===== src/rtl/rpsh_pkg.sv =====
// Shared types, constants and report decoding for the retro pad scanner.
`default_nettype none

package rpsh_pkg;

  typedef enum logic [1:0] {
    MODE_DETECT = 2'd0,
    MODE_FOUR   = 2'd1,
    MODE_EIGHT  = 2'd2,
    MODE_FAULT  = 2'd3
  } rpsh_mode_e;

  // Configuration register indexes.
  typedef enum logic [1:0] {
    CFG_SETTLE   = 2'd0,
    CFG_DETECT   = 2'd1,
    CFG_POLL_GAP = 2'd2
  } rpsh_cfg_idx_e;

  localparam logic [3:0] PHASE_IDLE   = 4'd0;
  localparam logic [3:0] PHASE_FIRST  = 4'd1;
  localparam logic [3:0] PHASE_GAP    = 4'd9;
  localparam logic [3:0] PHASE_LAST4  = 4'd4;
  localparam logic [3:0] PHASE_LAST8  = 4'd8;
  localparam logic [3:0] HAT_RELEASED = 4'd8;

  localparam logic [3:0] ID_FOUR_TR   = 4'hB;
  localparam logic [3:0] ID_EIGHT_A   = 4'hC;
  localparam logic [3:0] ID_EIGHT_B   = 4'hD;
  localparam logic [3:0] ID_FOUR_OPEN = 4'hF;

  typedef struct packed {
    logic [7:0]  settle_ticks;
    logic [7:0]  detect_ticks;
    logic [15:0] poll_gap_ticks;
  } rpsh_cfg_t;

  typedef struct packed {
    logic        th_level;
    logic        tr_level;
    logic        tr_drive_enable;
    logic [1:0]  pad_kind;
    logic        report_valid;
    logic [15:0] report_word;
  } rpsh_result_t;

  // OR of neighboring data lines: bit1 from D3|D2, bit0 from D1|D0.
  function automatic logic [1:0] pair_nibble(input logic [5:0] p);
    pair_nibble = {p[3] | p[2], p[1] | p[0]};
  endfunction

  function automatic logic [3:0] hat_code(input logic up, input logic dn,
                                          input logic lt, input logic rt);
    logic [3:0] hat;
    if (up) begin
      hat = rt ? 4'd1 : (lt ? 4'd7 : 4'd0);
    end else if (dn) begin
      hat = rt ? 4'd3 : (lt ? 4'd5 : 4'd4);
    end else if (rt) begin
      hat = 4'd2;
    end else if (lt) begin
      hat = 4'd6;
    end else begin
      hat = HAT_RELEASED;
    end
    return hat;
  endfunction

  // Samples are raw line levels; buttons are active low on the lines.
  function automatic logic [15:0] build_report(
      input logic four, input logic [5:0] t0, input logic [5:0] t1,
      input logic [5:0] t2, input logic [5:0] t3, input logic [5:0] t5,
      input logic sh, input logic l3n, input logic r3n);
    logic up, dn, lt, rt, a, b, c, x, y, z, l, r, st;
    if (four) begin
      l  = ~t0[3];
      b  = ~t1[0]; c  = ~t1[1]; a  = ~t1[2]; st = ~t1[3];
      up = ~t2[0]; dn = ~t2[1]; lt = ~t2[2]; rt = ~t2[3];
      z  = ~t3[0]; y  = ~t3[1]; x  = ~t3[2]; r  = ~t3[3];
    end else begin
      z  = ~t5[0]; y  = ~t5[1]; x  = ~t5[2]; r  = ~t5[3];
      b  = ~t1[4]; c  = ~t1[5]; a  = ~t0[4]; st = ~t0[5];
      up = ~t1[0]; dn = ~t1[1]; lt = ~t1[2]; rt = ~t1[3];
      l  = 1'b0;
    end
    return {~r3n, ~l3n, st, sh, r, l, c, z, y, b, a, x, hat_code(up, dn, lt, rt)};
  endfunction

endpackage

`default_nettype wire


===== src/rtl/rpsh_core.sv =====
// Pad scan sequencer: detection, phase stepping, sample store and result decode.
`default_nettype none

module rpsh_core (
  input  wire logic                  clk_i,
  input  wire logic                  rst_ni,
  input  wire logic                  accept_i,
  input  wire rpsh_pkg::rpsh_cfg_t   cfg_i,
  input  wire logic [5:0]            pad_lines_i,
  input  wire logic                  host_ready_i,
  input  wire logic                  share_line_i,
  input  wire logic                  left_stick_line_i,
  input  wire logic                  right_stick_line_i,
  output rpsh_pkg::rpsh_result_t     result_o
);

  rpsh_pkg::rpsh_mode_e mode_q, mode_d;
  logic        tr_driven_q, tr_driven_d;
  logic [3:0]  phase_q, phase_d;
  logic [15:0] wait_q, wait_d;
  logic [3:0]  id_q, id_d;

  // Only the samples that the decode reads later are kept; the final
  // sample of a four-phase scan is taken straight from the lines.
  logic [5:0]  s0_q, s1_q, s2_q, s5_q;
  logic        smp_en;

  logic [15:0] wait_inc;
  logic [3:0]  last_phase;
  logic [3:0]  k;
  logic        in_scan;
  logic        id_done;
  logic [3:0]  id_full;

  assign wait_inc   = wait_q + 16'd1;
  assign last_phase = (mode_q == rpsh_pkg::MODE_FOUR) ? rpsh_pkg::PHASE_LAST4
                                                      : rpsh_pkg::PHASE_LAST8;
  assign k          = phase_q - 4'd1;
  assign in_scan    = (phase_q >= rpsh_pkg::PHASE_FIRST) && (phase_q <= last_phase);
  assign id_full    = id_q | {2'b00, rpsh_pkg::pair_nibble(pad_lines_i)};

  always_comb begin
    mode_d      = mode_q;
    tr_driven_d = tr_driven_q;
    phase_d     = phase_q;
    wait_d      = wait_q;
    id_d        = id_q;
    smp_en      = 1'b0;
    id_done     = 1'b0;

    result_o.th_level        = 1'b1;
    result_o.tr_level        = 1'b1;
    result_o.tr_drive_enable = tr_driven_q;
    result_o.pad_kind        = mode_q;
    result_o.report_valid    = 1'b0;
    result_o.report_word     = 16'd0;

    unique case (mode_q)
      rpsh_pkg::MODE_DETECT: begin
        result_o.th_level = ~phase_q[0];
        if (wait_q >= {8'd0, cfg_i.detect_ticks}) begin
          if (!phase_q[0]) begin
            id_d    = {rpsh_pkg::pair_nibble(pad_lines_i), 2'b00};
            phase_d = rpsh_pkg::PHASE_FIRST;
          end else begin
            id_d    = id_full;
            id_done = 1'b1;
            phase_d = rpsh_pkg::PHASE_IDLE;
          end
          wait_d = 16'd0;
        end else begin
          wait_d = wait_inc;
        end
        if (id_done) begin
          case (id_full)
            rpsh_pkg::ID_FOUR_TR: begin
              mode_d = rpsh_pkg::MODE_FOUR;  tr_driven_d = 1'b1;
            end
            rpsh_pkg::ID_EIGHT_A, rpsh_pkg::ID_EIGHT_B: begin
              mode_d = rpsh_pkg::MODE_EIGHT; tr_driven_d = 1'b0;
            end
            rpsh_pkg::ID_FOUR_OPEN: begin
              mode_d = rpsh_pkg::MODE_FOUR;  tr_driven_d = 1'b0;
            end
            default: begin
              mode_d = rpsh_pkg::MODE_FAULT; tr_driven_d = 1'b0;
            end
          endcase
        end
      end
      rpsh_pkg::MODE_FOUR, rpsh_pkg::MODE_EIGHT: begin
        if (in_scan) begin
          if (mode_q == rpsh_pkg::MODE_FOUR) begin
            result_o.th_level = ~k[0];
            result_o.tr_level = ~k[1];
          end else begin
            result_o.th_level = phase_q[0];
          end
          if (wait_q >= {8'd0, cfg_i.settle_ticks}) begin
            smp_en = 1'b1;
            if (phase_q == last_phase) begin
              result_o.report_valid = 1'b1;
              result_o.report_word  = rpsh_pkg::build_report(
                  mode_q == rpsh_pkg::MODE_FOUR, s0_q, s1_q, s2_q, pad_lines_i,
                  s5_q, share_line_i, left_stick_line_i, right_stick_line_i);
              phase_d = rpsh_pkg::PHASE_GAP;
            end else begin
              phase_d = phase_q + 4'd1;
            end
            wait_d = 16'd0;
          end else begin
            wait_d = wait_inc;
          end
        end else if (phase_q == rpsh_pkg::PHASE_GAP) begin
          if (wait_q >= cfg_i.poll_gap_ticks) begin
            phase_d = rpsh_pkg::PHASE_IDLE;
            wait_d  = 16'd0;
          end else begin
            wait_d = wait_inc;
          end
        end else begin
          phase_d = host_ready_i ? rpsh_pkg::PHASE_FIRST : rpsh_pkg::PHASE_IDLE;
          wait_d  = 16'd0;
        end
      end
      default: begin
        // Fault: halted, lines stay released.
      end
    endcase
  end

  always_ff @(posedge clk_i or negedge rst_ni) begin
    if (!rst_ni) begin
      mode_q      <= rpsh_pkg::MODE_DETECT;
      tr_driven_q <= 1'b0;
      phase_q     <= rpsh_pkg::PHASE_IDLE;
      wait_q      <= 16'd0;
      id_q        <= 4'd0;
    end else if (accept_i) begin
      mode_q      <= mode_d;
      tr_driven_q <= tr_driven_d;
      phase_q     <= phase_d;
      wait_q      <= wait_d;
      id_q        <= id_d;
    end
  end

  always_ff @(posedge clk_i) begin
    if (accept_i && smp_en) begin
      case (k[2:0])
        3'd0:    s0_q <= pad_lines_i;
        3'd1:    s1_q <= pad_lines_i;
        3'd2:    s2_q <= pad_lines_i;
        3'd5:    s5_q <= pad_lines_i;
        default: ;
      endcase
    end
  end

endmodule

`default_nettype wire


===== src/rtl/retro_pad_scan_to_hid_report_unit.sv =====
// Top level of the retro pad scanner: configuration registers, sequencer and result register.
`default_nettype none

// Each input item is one 1 us tick of the pad lines; it produces exactly one
// result item carrying the select line levels, the pad kind and, on the tick
// of the last scan sample, a 16-bit report. An item is taken every clock
// cycle: the sequencer updates its state in the cycle of acceptance and the
// result goes into a single output register, which is reloaded in the same
// cycle that its current item is taken, so a stall on the result side is the
// only thing that holds off input. Configuration writes take effect on the
// next item.
module retro_pad_scan_to_hid_report_unit (
  input  wire logic        clk_i,
  input  wire logic        rst_ni,
  input  wire logic        cfg_we_i,
  input  wire logic [1:0]  cfg_index_i,
  input  wire logic [15:0] cfg_data_i,
  input  wire logic        in_valid_i,
  output logic             in_ready_o,
  input  wire logic [5:0]  pad_lines_i,
  input  wire logic        host_ready_i,
  input  wire logic        share_line_i,
  input  wire logic        left_stick_line_i,
  input  wire logic        right_stick_line_i,
  output logic             out_valid_o,
  input  wire logic        out_ready_i,
  output logic             th_level_o,
  output logic             tr_level_o,
  output logic             tr_drive_enable_o,
  output logic [1:0]       pad_kind_o,
  output logic             report_valid_o,
  output logic [15:0]      report_word_o
);

  rpsh_pkg::rpsh_cfg_t    cfg_q;
  rpsh_pkg::rpsh_result_t result, res_q;
  logic                   out_valid_q;
  logic                   accept;

  assign in_ready_o = !out_valid_q || out_ready_i;
  assign accept     = in_valid_i && in_ready_o;

  always_ff @(posedge clk_i or negedge rst_ni) begin
    if (!rst_ni) begin
      cfg_q.settle_ticks   <= 8'd20;
      cfg_q.detect_ticks   <= 8'd2;
      cfg_q.poll_gap_ticks <= 16'd16000;
    end else if (cfg_we_i) begin
      case (cfg_index_i)
        rpsh_pkg::CFG_SETTLE:   cfg_q.settle_ticks   <= cfg_data_i[7:0];
        rpsh_pkg::CFG_DETECT:   cfg_q.detect_ticks   <= cfg_data_i[7:0];
        rpsh_pkg::CFG_POLL_GAP: cfg_q.poll_gap_ticks <= cfg_data_i;
        default: ;
      endcase
    end
  end

  rpsh_core u_core (
    .clk_i              (clk_i),
    .rst_ni             (rst_ni),
    .accept_i           (accept),
    .cfg_i              (cfg_q),
    .pad_lines_i        (pad_lines_i),
    .host_ready_i       (host_ready_i),
    .share_line_i       (share_line_i),
    .left_stick_line_i  (left_stick_line_i),
    .right_stick_line_i (right_stick_line_i),
    .result_o           (result)
  );

  always_ff @(posedge clk_i or negedge rst_ni) begin
    if (!rst_ni) begin
      out_valid_q <= 1'b0;
    end else if (in_ready_o) begin
      out_valid_q <= in_valid_i;
    end
  end

  always_ff @(posedge clk_i) begin
    if (accept) begin
      res_q <= result;
    end
  end

  assign out_valid_o       = out_valid_q;
  assign th_level_o        = res_q.th_level;
  assign tr_level_o        = res_q.tr_level;
  assign tr_drive_enable_o = res_q.tr_drive_enable;
  assign pad_kind_o        = res_q.pad_kind;
  assign report_valid_o    = res_q.report_valid;
  assign report_word_o     = res_q.report_word;

endmodule

`default_nettype wire


===== config.mk =====
export PLATFORM = sky130hd
export DESIGN_NAME = retro_pad_scan_to_hid_report_unit
export DESIGN_NICKNAME = d
export VERILOG_FILES = /design/src/rtl/rpsh_pkg.sv /design/src/rtl/rpsh_core.sv /design/src/rtl/retro_pad_scan_to_hid_report_unit.sv
export SDC_FILE = /design/constraint.sdc
export NUM_CORES = 1
export LEC_CHECK = 0
export BUFFER_PORTS_ARGS = -buffer_cell sky130_fd_sc_hd__buf_2
export CORE_MARGIN = 5
export CORE_UTILIZATION = 30
export DETAILED_ROUTE_END_ITERATION = 10
export HOLD_SLACK_MARGIN = 0.03
export PLACE_DENSITY_LB_ADDON = 0.05
export SYNTH_ARGS = -nofsm -noshare
export SYNTH_HDL_FRONTEND = slang
export SYNTH_HIERARCHICAL = 1
export SYNTH_SLANG_ARGS = --single-unit

===== constraint.sdc =====
create_clock -name clk_i -period 6 [get_ports clk_i]
set_input_delay 0.6 -clock clk_i [delete_from_list [all_inputs] [get_ports clk_i]]
set_output_delay 0.6 -clock clk_i [all_outputs]
set_load 0.05 [all_outputs]

==> results.toml, run 1 <==
[sta]
rsz0062_at_grt = "false"
slew_headroom = 0.385
setup_viol = 0
drv_slew = 0
finClkSkew_ns = 0.00798
finalCritPeriodShare = 0.608
post-route-min-period_ns = 3.65
max_slew.worst_pin.slew_ns = 0.923
setup_ws_ns = 2.35
hold_viol_final = 0
finalSetupTns_ns = 0
fmax_ghz = 0.274

[power]
power_switching_uw = 812
p_leak_uw = 0.00264
swShare = 0.351
p_int_uw = 1500
p_seq_frac = 0.397
irDropWorstVdd_mv = 0.153
powerDensity_nw_per_um2 = 380
finalPower_uw = 2310
p_comb_frac = 0.329
power_frac_clock = 0.274

[synthesis]
synth-seq-area-share = 0.512
yosysTopAreaCellShare = 0.244
netlist_area_um2 = 5240
synth_edf_count = 39
ys_ff_latch = 99
ys_types = 67
synth_area_leaders = "dfrtp_1, edfxtp_1, ha_1, mux2_2, dfstp_2"
ys_warn_count = 6
async_flop_share = 0.606
syn_inst = 440
syn_avg_cell_area_um2 = 11.9
synth_fp_nets = 515
synth_top_area_cell = "dfrtp_1"
ys.flop_type = "dfrtp_1"

[global_routing]
antenna_found_initial = 0
grt_max_degree = 61
grt_pass1_wl_mm = 19.3
grt_pass1_vias = 3628
grt_overflow = 0
track_usage = 0.122

[clock_tree]
ctsResizeCount = 0
clock_latency_ns = 0.35
cts_tree = "yes"
cts_buffers = 9
cts.clk_slew.worst_paths_ns = 0.07
clk_path_buf_depth = 2
numClockSinks = 99
cts_max_level = 3
post_cts_buffers = 0
cts_root_buf = "clkbuf_16"
hold_buffers = 0

[routing]
vias = 3431
viasPerCell = 4.70
drc = 0
detail_route.iter0.violations = 177
firstDrtPassIters = 4
met3_length_um = 399
ant_nets = 0
maxUsedRoutingLayer = "met4"
dr_wl_met2_mm = 5.15
drt-met1-wl_mm = 5.62
routed_wl_mm = 11.4
wire_per_inst_um = 15.6

[final_layout]
drive_gt1_frac = 0.269
num_antenna_cells = 0
finalNetCount = 575
fill_cells = 1731
areaGrowthSynthToFinish_pct = 16.0
finish.utilization = 0.353
stdcell_area_um2 = 6080

[worst_setup_path]
regToRegEndpoint = "report_word_o[3]"
cp_max_fo = 24
reg2reg_depth = 9
timing.rr.start = "u_core/mode_q[1]"
reg2reg_slack_ns = 2.35
startpoint_type = "register"
worstSetupPathType = "reg2reg"
required_ns = 6.17
endpoint_kind = "register"
arrival_ns = 3.82

[floorplan]
core_area_um2 = 17200
initial_core_util = 0.304
row_count = 48
fp.dieH_um = 142
dieArea_um2 = 20200
die_w_um = 142
pin_count = 57

[flow_run]
cap_viol_max_count = 0

[placement]
dp_slack_ns = 2.32
numPortBuffers = 56
gp_congestion = 0.777
placed_area_um2 = 5760
dpl.hpwl_mm = 8.52

[hold_path]
hold_class = "in2async"

[status]
status = "finished, final reports clean"
[synth_stat cells, types with 10 or more instances]
cell type / instances
dfrtp_1: 51
ha_1: 42
inv_1: 42
edfxtp_1: 39
mux2_2: 38
nor2_1: 32
nand2_1: 24
nor2b_1: 14
a211oi_1: 12
a21oi_1: 11
o21ai_0: 10
[metrics by stage]
| step | hold slack (ns) | std cells |
|---|---|---|
| final | 0.419 | 730 |
| after global routing | 0.420 | 730 |
| after CTS | 0.422 | 730 |
| after detailed placement | 0.434 | 714 |
| after global placement | 0.425 | 714 |
| after floorplan | 0.304 | 440 |
[per-layer routing]
metal  global-route usage  up-vias
li1                     -     1711
met1                0.169     1656
met2                0.188       51
met3               0.0222       13
met4               0.0535        0
met5                    0        -
[registers in the layout (all words and copies together) (netlist names), 2 cells and up]
| name | flops |
|---|---|
| u_core/s5_q | 4 |
| u_core/wait_q | 16 |
| u_core/id_q | 4 |
| pad_kind_o | 2 |
| report_word_o | 16 |
| cfg_q | 32 |
| u_core/mode_q | 2 |
| u_core/phase_q | 4 |
| u_core/s1_q | 6 |
| u_core/s2_q | 4 |
| u_core/s0_q | 3 |
[placed cells by master (no fill, tap or decap), drive strengths merged, types with 3 or more instances in the layout]
master,instances
a211oi,12
a21oi,12
a31oi,3
and2,3
and3,3
and4,3
buf,59
clkbuf,9
dfrtp,51
dfstp,9
edfxtp,39
ha,42
inv,44
mux2,38
mux2i,4
nand2,24
nand2b,4
nand3,9
nand3b,6
nand4,7
nor2,32
nor2b,14
nor3,5
nor3b,3
nor4,3
nor4b,3
o211ai,3
o21a,5
o21ai,10
xnor2,7
xor2,7
[logic make-up after synthesis]
kind of cell,count (synthesis),synth area share
AOI/OAI and AO/OA,60,0.0826
xor gates and xnor gates,14,0.0234
adders and majority gates,42,0.100
buffers and inverters,52,0.0430
DFF,99,0.512
muxes,42,0.0893
and+or+nand+nor,131,0.149
[cell type report]
cell class,count,area (µm²),share of cell area
Multi-Input combinational cell,289,2330,0.383
Clock buffer,9,225,0.0370
Tap cell,225,282,0.0463
Inverter,42,158,0.0259
Timing Repair Buffer,59,303,0.0498
Sequential cell,99,2680,0.441
Clock inverter,7,98.8,0.0163
[power groups by stage]
stage | Sequential (µW) | Clock, µW | Combinational (µW)
finish | 918 | 632 | 761
global route | 937 | 691 | 862
CTS | 920 | 662 | 774
detailed placement | 933 | 0 | 770
global placement | 931 | 0 | 770
floorplan | 947 | 0 | 567
[worst max path at each step]
stage / from / slack (ns) / to / depth (start not counted)
2_1_floorplan: out_ready_i / 2.87 / u_core/wait_q[13] / 8
3_3_place_gp: u_core/mode_q[1] / 2.48 / report_word_o[3] / 9
3_5_place_dp: u_core/mode_q[1] / 2.32 / report_word_o[3] / 9
4_1_cts: u_core/mode_q[1] / 2.31 / report_word_o[3] / 9
5_1_grt: u_core/mode_q[1] / 1.96 / report_word_o[3] / 9
6_report: u_core/mode_q[1] / 2.35 / report_word_o[3] / 9
[critical path, cell delays in order (launching register included)]
cell     delay, ns
dfrtp_1       0.40
inv_1         0.08
ha_1          0.76
ha_1          0.40
nor2b_1       0.15
o21ai_0       0.25
nand2_1       0.13
a31oi_1       0.45
nand2_1       0.46
nor4_1        0.37
Power figures use the tool's default switching activity.
==> run 2: changes to the inputs <==
==> constraint.sdc (replaced) <==
create_clock -name clk_i -period 3.4 [get_ports clk_i]
set_input_delay 0.34 -clock clk_i [delete_from_list [all_inputs] [get_ports clk_i]]
set_output_delay 0.34 -clock clk_i [all_outputs]
set_load 0.05 [all_outputs]
==> run 2 against run 1 <==
Against the previous run:
- routed wire length increased by 2.6%
- non-clock buffer count increased by 5
- largest power group unchanged
- worst hold slack got worse by 0.28 ns
- clock skew increased by 0.0042 ns
- sequential power increased by 75%
- core utilization increased by 0.10 points
- critical path depth unchanged
- flip-flop and latch count unchanged
==> results.toml, run 2 (synthesized netlist as in run 1, its figures left out) <==
[final_layout]
fin_cells = 735
final_cell_mix = "buf_2, dfrtp_1, inv_1, ha_1, edfxtp_1"
multiInputGateArea_um2 = 2330
finish.utilization = 0.354
largest_reg_flops = 32
fill_cells = 1735
seq_area_um2 = 2680
final_common_cell = "buf_2"
finalNetCount = 580
drive_gt1_frac = 0.276
top_register = "cfg_q"
areaGrowthSynthToFinish_pct = 16.4
num_antenna_cells = 0

[routing]
drc = 0
viasPerCell = 4.78
firstDrtPassIters = 5
ant_nets = 0
wire_per_inst_um = 15.9
detail_route.iter0.violations = 111
vias = 3513
routed_wl_mm = 11.7

[clock_tree]
clk_path_buf_depth = 2
hold_buffers = 0
cts_tree = "yes"
cts.clk_slew.worst_paths_ns = 0.08
cts_root_buf = "clkbuf_16"
cts_max_level = 3
clock_latency_ns = 0.35
post_cts_buffers = 0
ctsResizeCount = 0
numClockSinks = 99
cts_buffers = 9

[worst_setup_path]
endpoint_kind = "register"
cp_max_fo = 13
startpoint = "cfg_q[13]"
worstPathCellList = "inv_1 -> ha_1 -> nand4_1 -> nor3_2 -> or4b_1 -> nor4bb_1 -> buf_4 -> nor4_4 -> nor2_1"
arrival_ns = 3.30
regToRegEndpoint = "u_core/wait_q[9]"
worst_path_max_delay_cell = "nor4_4"
slowest_delay_ns = 0.72
worstSetupPathType = "reg2reg"
required_ns = 3.61
startpoint_type = "register"
timing.rr.start = "cfg_q[13]"
reg2reg_depth = 9
reg2reg_slack_ns = 0.31
crit_end = "u_core/wait_q[9]"

[floorplan]
initial_core_util = 0.304
pin_count = 57
core_area_um2 = 17200
row_count = 48
die_w_um = 142
fp.dieH_um = 142
dieArea_um2 = 20200

[sta]
max_slew.worst_pin.slew_ns = 0.988
slew_headroom = 0.341
drv_slew = 0
hold_viol_final = 0
post-route-min-period_ns = 3.09
setup_viol = 0
finalSetupTns_ns = 0
finClkSkew_ns = 0.0122
hold_ws_ns = 0.140
rsz0062_at_grt = "false"
finalCritPeriodShare = 0.908
fmax_ghz = 0.324

[power]
p_comb_frac = 0.346
p_seq_frac = 0.395
p_leak_uw = 0.00266
powerDensity_nw_per_um2 = 668
power_frac_clock = 0.259
swShare = 0.374
power_switching_uw = 1520
p_int_uw = 2550
irDropWorstVdd_mv = 0.286

[placement]
numPortBuffers = 56
gp_congestion = 0.790
place_inst = 719
dpl.hpwl_mm = 8.86

[global_routing]
antenna_found_initial = 0
grt_max_degree = 41
grt_pass1_vias = 3673
track_usage = 0.121
grt_pass1_wl_mm = 19.2
grt_overflow = 0

[status]
status = "finished, final reports clean"

[flow_run]
cap_viol_max_count = 0

[hold_path]
hold_class = "in2async"
run 2: cell count changes in the layout (fill, tap and decap cells not counted), sizes merged:
cell	before	now
bufinv	2	0
clkinvlp	2	0
clkinv	1	2
buf	59	64
inv	44	47
run 2: worst min-delay path by stage:
stage | endpoint | slack (ns) | startpoint | cells after the start
final | cfg_q[6] | 0.14 | rst_ni | 1
after global routing | u_core/s1_q[4] | 0.16 | pad_lines_i[4] | 1
after CTS | u_core/s0_q[4] | 0.16 | pad_lines_i[4] | 1
after detailed placement | tr_drive_enable_o | 0.43 | u_core/tr_driven_q | 0
after global placement | tr_drive_enable_o | 0.43 | u_core/tr_driven_q | 0
after floorplan | cfg_q[0] | 0.04 | rst_ni | 0
run 2: worst max-delay path: cells and delay by family, from the launching register on:
| kind | cells | cell delay [ns] |
|---|---|---|
| adders and majority gates | 1 | 0.28 |
| buffers and inverters | 2 | 0.22 |
| DFF | 1 | 0.54 |
| and+or+nand+nor | 6 | 1.90 |
run 2: power by group through the flow:
| stage | logic [µW] | clock network [µW] | registers (µW) |
|---|---|---|---|
| 2_1_floorplan | 1000 | 0 | 1670 |
| 3_3_place_gp | 1420 | 0 | 1630 |
| 3_5_place_dp | 1420 | 0 | 1630 |
| 4_1_cts | 1430 | 1090 | 1610 |
| 5_1_grt | 1580 | 1140 | 1640 |
| 6_report | 1410 | 1060 | 1610 |
run 2: per-layer routing:
metal / share of wire / global-route usage
met5: 0 / 0
met1: 0.49 / 0.164
met4: 0.018 / 0.0449
met3: 0.041 / 0.0222
met2: 0.45 / 0.194
run 2: cell type report:
type | count | area share
multi-input cells | 289 | 0.382
inverters | 42 | 0.0259
repair buffers | 64 | 0.0558
flip-flops and latches | 99 | 0.440
clock inverters | 7 | 0.0129
well taps | 225 | 0.0462
clock buffers | 9 | 0.0369
run 2: per-stage QoR:
stage          power (µW)  instance area, µm²  setup WS, ns
5_1_grt              4360                6100        0.0245
2_1_floorplan        2670                5240         0.273
3_5_place_dp         3050                5790         0.283
3_3_place_gp         3050                5790         0.265
4_1_cts              4130                6100         0.241
6_report             4070                6100         0.312
==> run 3: changes to the inputs <==
==> constraint.sdc (replaced) <==
create_clock -name clk_i -period 3 [get_ports clk_i]
set_input_delay 0.3 -clock clk_i [delete_from_list [all_inputs] [get_ports clk_i]]
set_output_delay 0.3 -clock clk_i [all_outputs]
set_load 0.05 [all_outputs]
==> run 3 against run 2 <==
Against the previous run:
- flip-flop and latch count unchanged
- clock power increased by 7%
- die area unchanged
- register-to-register slack got worse by 0.09 ns
==> results.toml, run 3 (synthesized netlist as in run 1, its figures left out) <==
[status]
status = "finished, final reports clean"

[floorplan]
row_count = 48
die_w_um = 142
initial_core_util = 0.304
fp.dieH_um = 142
dieArea_um2 = 20200
pin_count = 57
core_area_um2 = 17200

[final_layout]
final_common_cell = "buf_2"
drive_gt1_frac = 0.308
areaGrowthSynthToFinish_pct = 19.4
final_cell_mix = "buf_2, dfrtp_1, inv_1, ha_1, edfxtp_1"
fin_cells = 757
finalNetCount = 602
largest_reg_flops = 32
finish.utilization = 0.363
num_antenna_cells = 0
top_register = "cfg_q"

[sta]
drv_slew = 0
finClkSkew_ns = 0.0103
post-route-min-period_ns = 2.78
setup_ws_ns = 0.222
fmax_ghz = 0.360
hold_ws_ns = 0.124
finalCritPeriodShare = 0.926
rsz0062_at_grt = "false"
max_slew.worst_pin.slew_ns = 0.816
setup_viol = 0
slew_headroom = 0.456
hold_viol_final = 0

[routing]
drc = 0
wire_per_inst_um = 15.5
detail_route.iter0.violations = 125
vias = 3543
viasPerCell = 4.68
routed_wl_mm = 11.7
ant_nets = 0
firstDrtPassIters = 4

[power]
irDropWorstVdd_mv = 0.362
finalPower_uw = 4720
p_leak_uw = 0.00276
powerDensity_nw_per_um2 = 754

[flow_run]
cap_viol_max_count = 0

[worst_setup_path]
required_ns = 3.25
worstSetupPathType = "reg2reg"
arrival_ns = 3.02
reg2reg_slack_ns = 0.22
startpoint_type = "register"
regToRegEndpoint = "u_core/wait_q[12]"
timing.rr.start = "cfg_q[13]"
cp_max_fo = 13
endpoint_kind = "register"
reg2reg_depth = 11

[placement]
dpl.hpwl_mm = 8.95
place_inst = 740
dp_slack_ns = -0.0975
numPortBuffers = 56
gp_congestion = 0.783

[clock_tree]
cts.clk_slew.worst_paths_ns = 0.07
clk_path_buf_depth = 2
cts_root_buf = "clkbuf_16"
ctsResizeCount = 0
cts_tree = "yes"
clock_latency_ns = 0.36
cts_buffers = 9
numClockSinks = 99
cts_max_level = 3

[global_routing]
grt_pass1_vias = 3601
grt_overflow = 0
grt_max_degree = 61
track_usage = 0.123
antenna_found_initial = 0
grt_pass1_wl_mm = 19.3

[hold_path]
hold_class = "in2async"
==> run 3: changes by cell type in the layout (fill, tap and decap cells not counted), sizes merged <==
| cell | delta |
|---|---|
| buf | +22 |
| clkinv | -1 |
| clkinvlp | +2 |
| inv | -1 |
==> run 3: what timing repair did <==
action                     CTS  global route
pin swaps                    1             1
gates cloned                 0             0
buffers inserted             0             1
setup endpoints to repair   13            13
hold buffers                 0             0
==> run 3: routing by layer <==
layer / vias up / global-route usage / wire [µm]
met3: 17 / 0.0249 / 455
met2: 58 / 0.188 / 5260
met1: 1699 / 0.170 / 5800
met4: 0 / 0.0520 / 217
li1: 1769 / - / -
met5: - / 0 / 0
==> run 3: report_power, final <==
group          switching (µW)  total (µW)  internal [µW]
logic                    1040        1810            775
clock network             556        1130            576
registers                 128        1780           1650
total                    1720        4720           3000
==> run 3: worst max-delay path: stages (launching register included) <==
cell,delay [ns]
dfstp_2,0.53
inv_1,0.04
ha_1,0.29
nand4_1,0.14
nor3_2,0.23
or4b_1,0.43
nor4bb_1,0.15
buf_4,0.17
buf_4,0.14
nor4_4,0.32
buf_12,0.18
nor2_1,0.05
==> run 3: worst max-delay path by stage <==
stage,startpoint,end,depth (start not counted)
5_1_grt,u_core/wait_q[0],u_core/wait_q[13],12
3_3_place_gp,cfg_q[13],u_core/wait_q[9],10
6_report,cfg_q[13],u_core/wait_q[12],11
4_1_cts,cfg_q[13],u_core/wait_q[9],10
2_1_floorplan,out_valid_o,u_core/wait_q[13],8
3_5_place_dp,cfg_q[13],u_core/wait_q[9],10
==> run 3: final cells by class <==
type,count,area [µm²]
clock inverters,7,58.8
fillers,1754,11000
multi-input cells,289,2330
flip-flops and latches,99,2680
well taps,225,282
repair buffers,86,518
inverters,42,158
clock buffers,9,225
==> run 3: metrics by stage <==
step	TNS (ns)	instance area, µm²
after CTS	0	6240
after global placement	-0.170	5950
after floorplan	0	5240
after global routing	0	6260
after detailed placement	-1.03	5950
final	0	6260
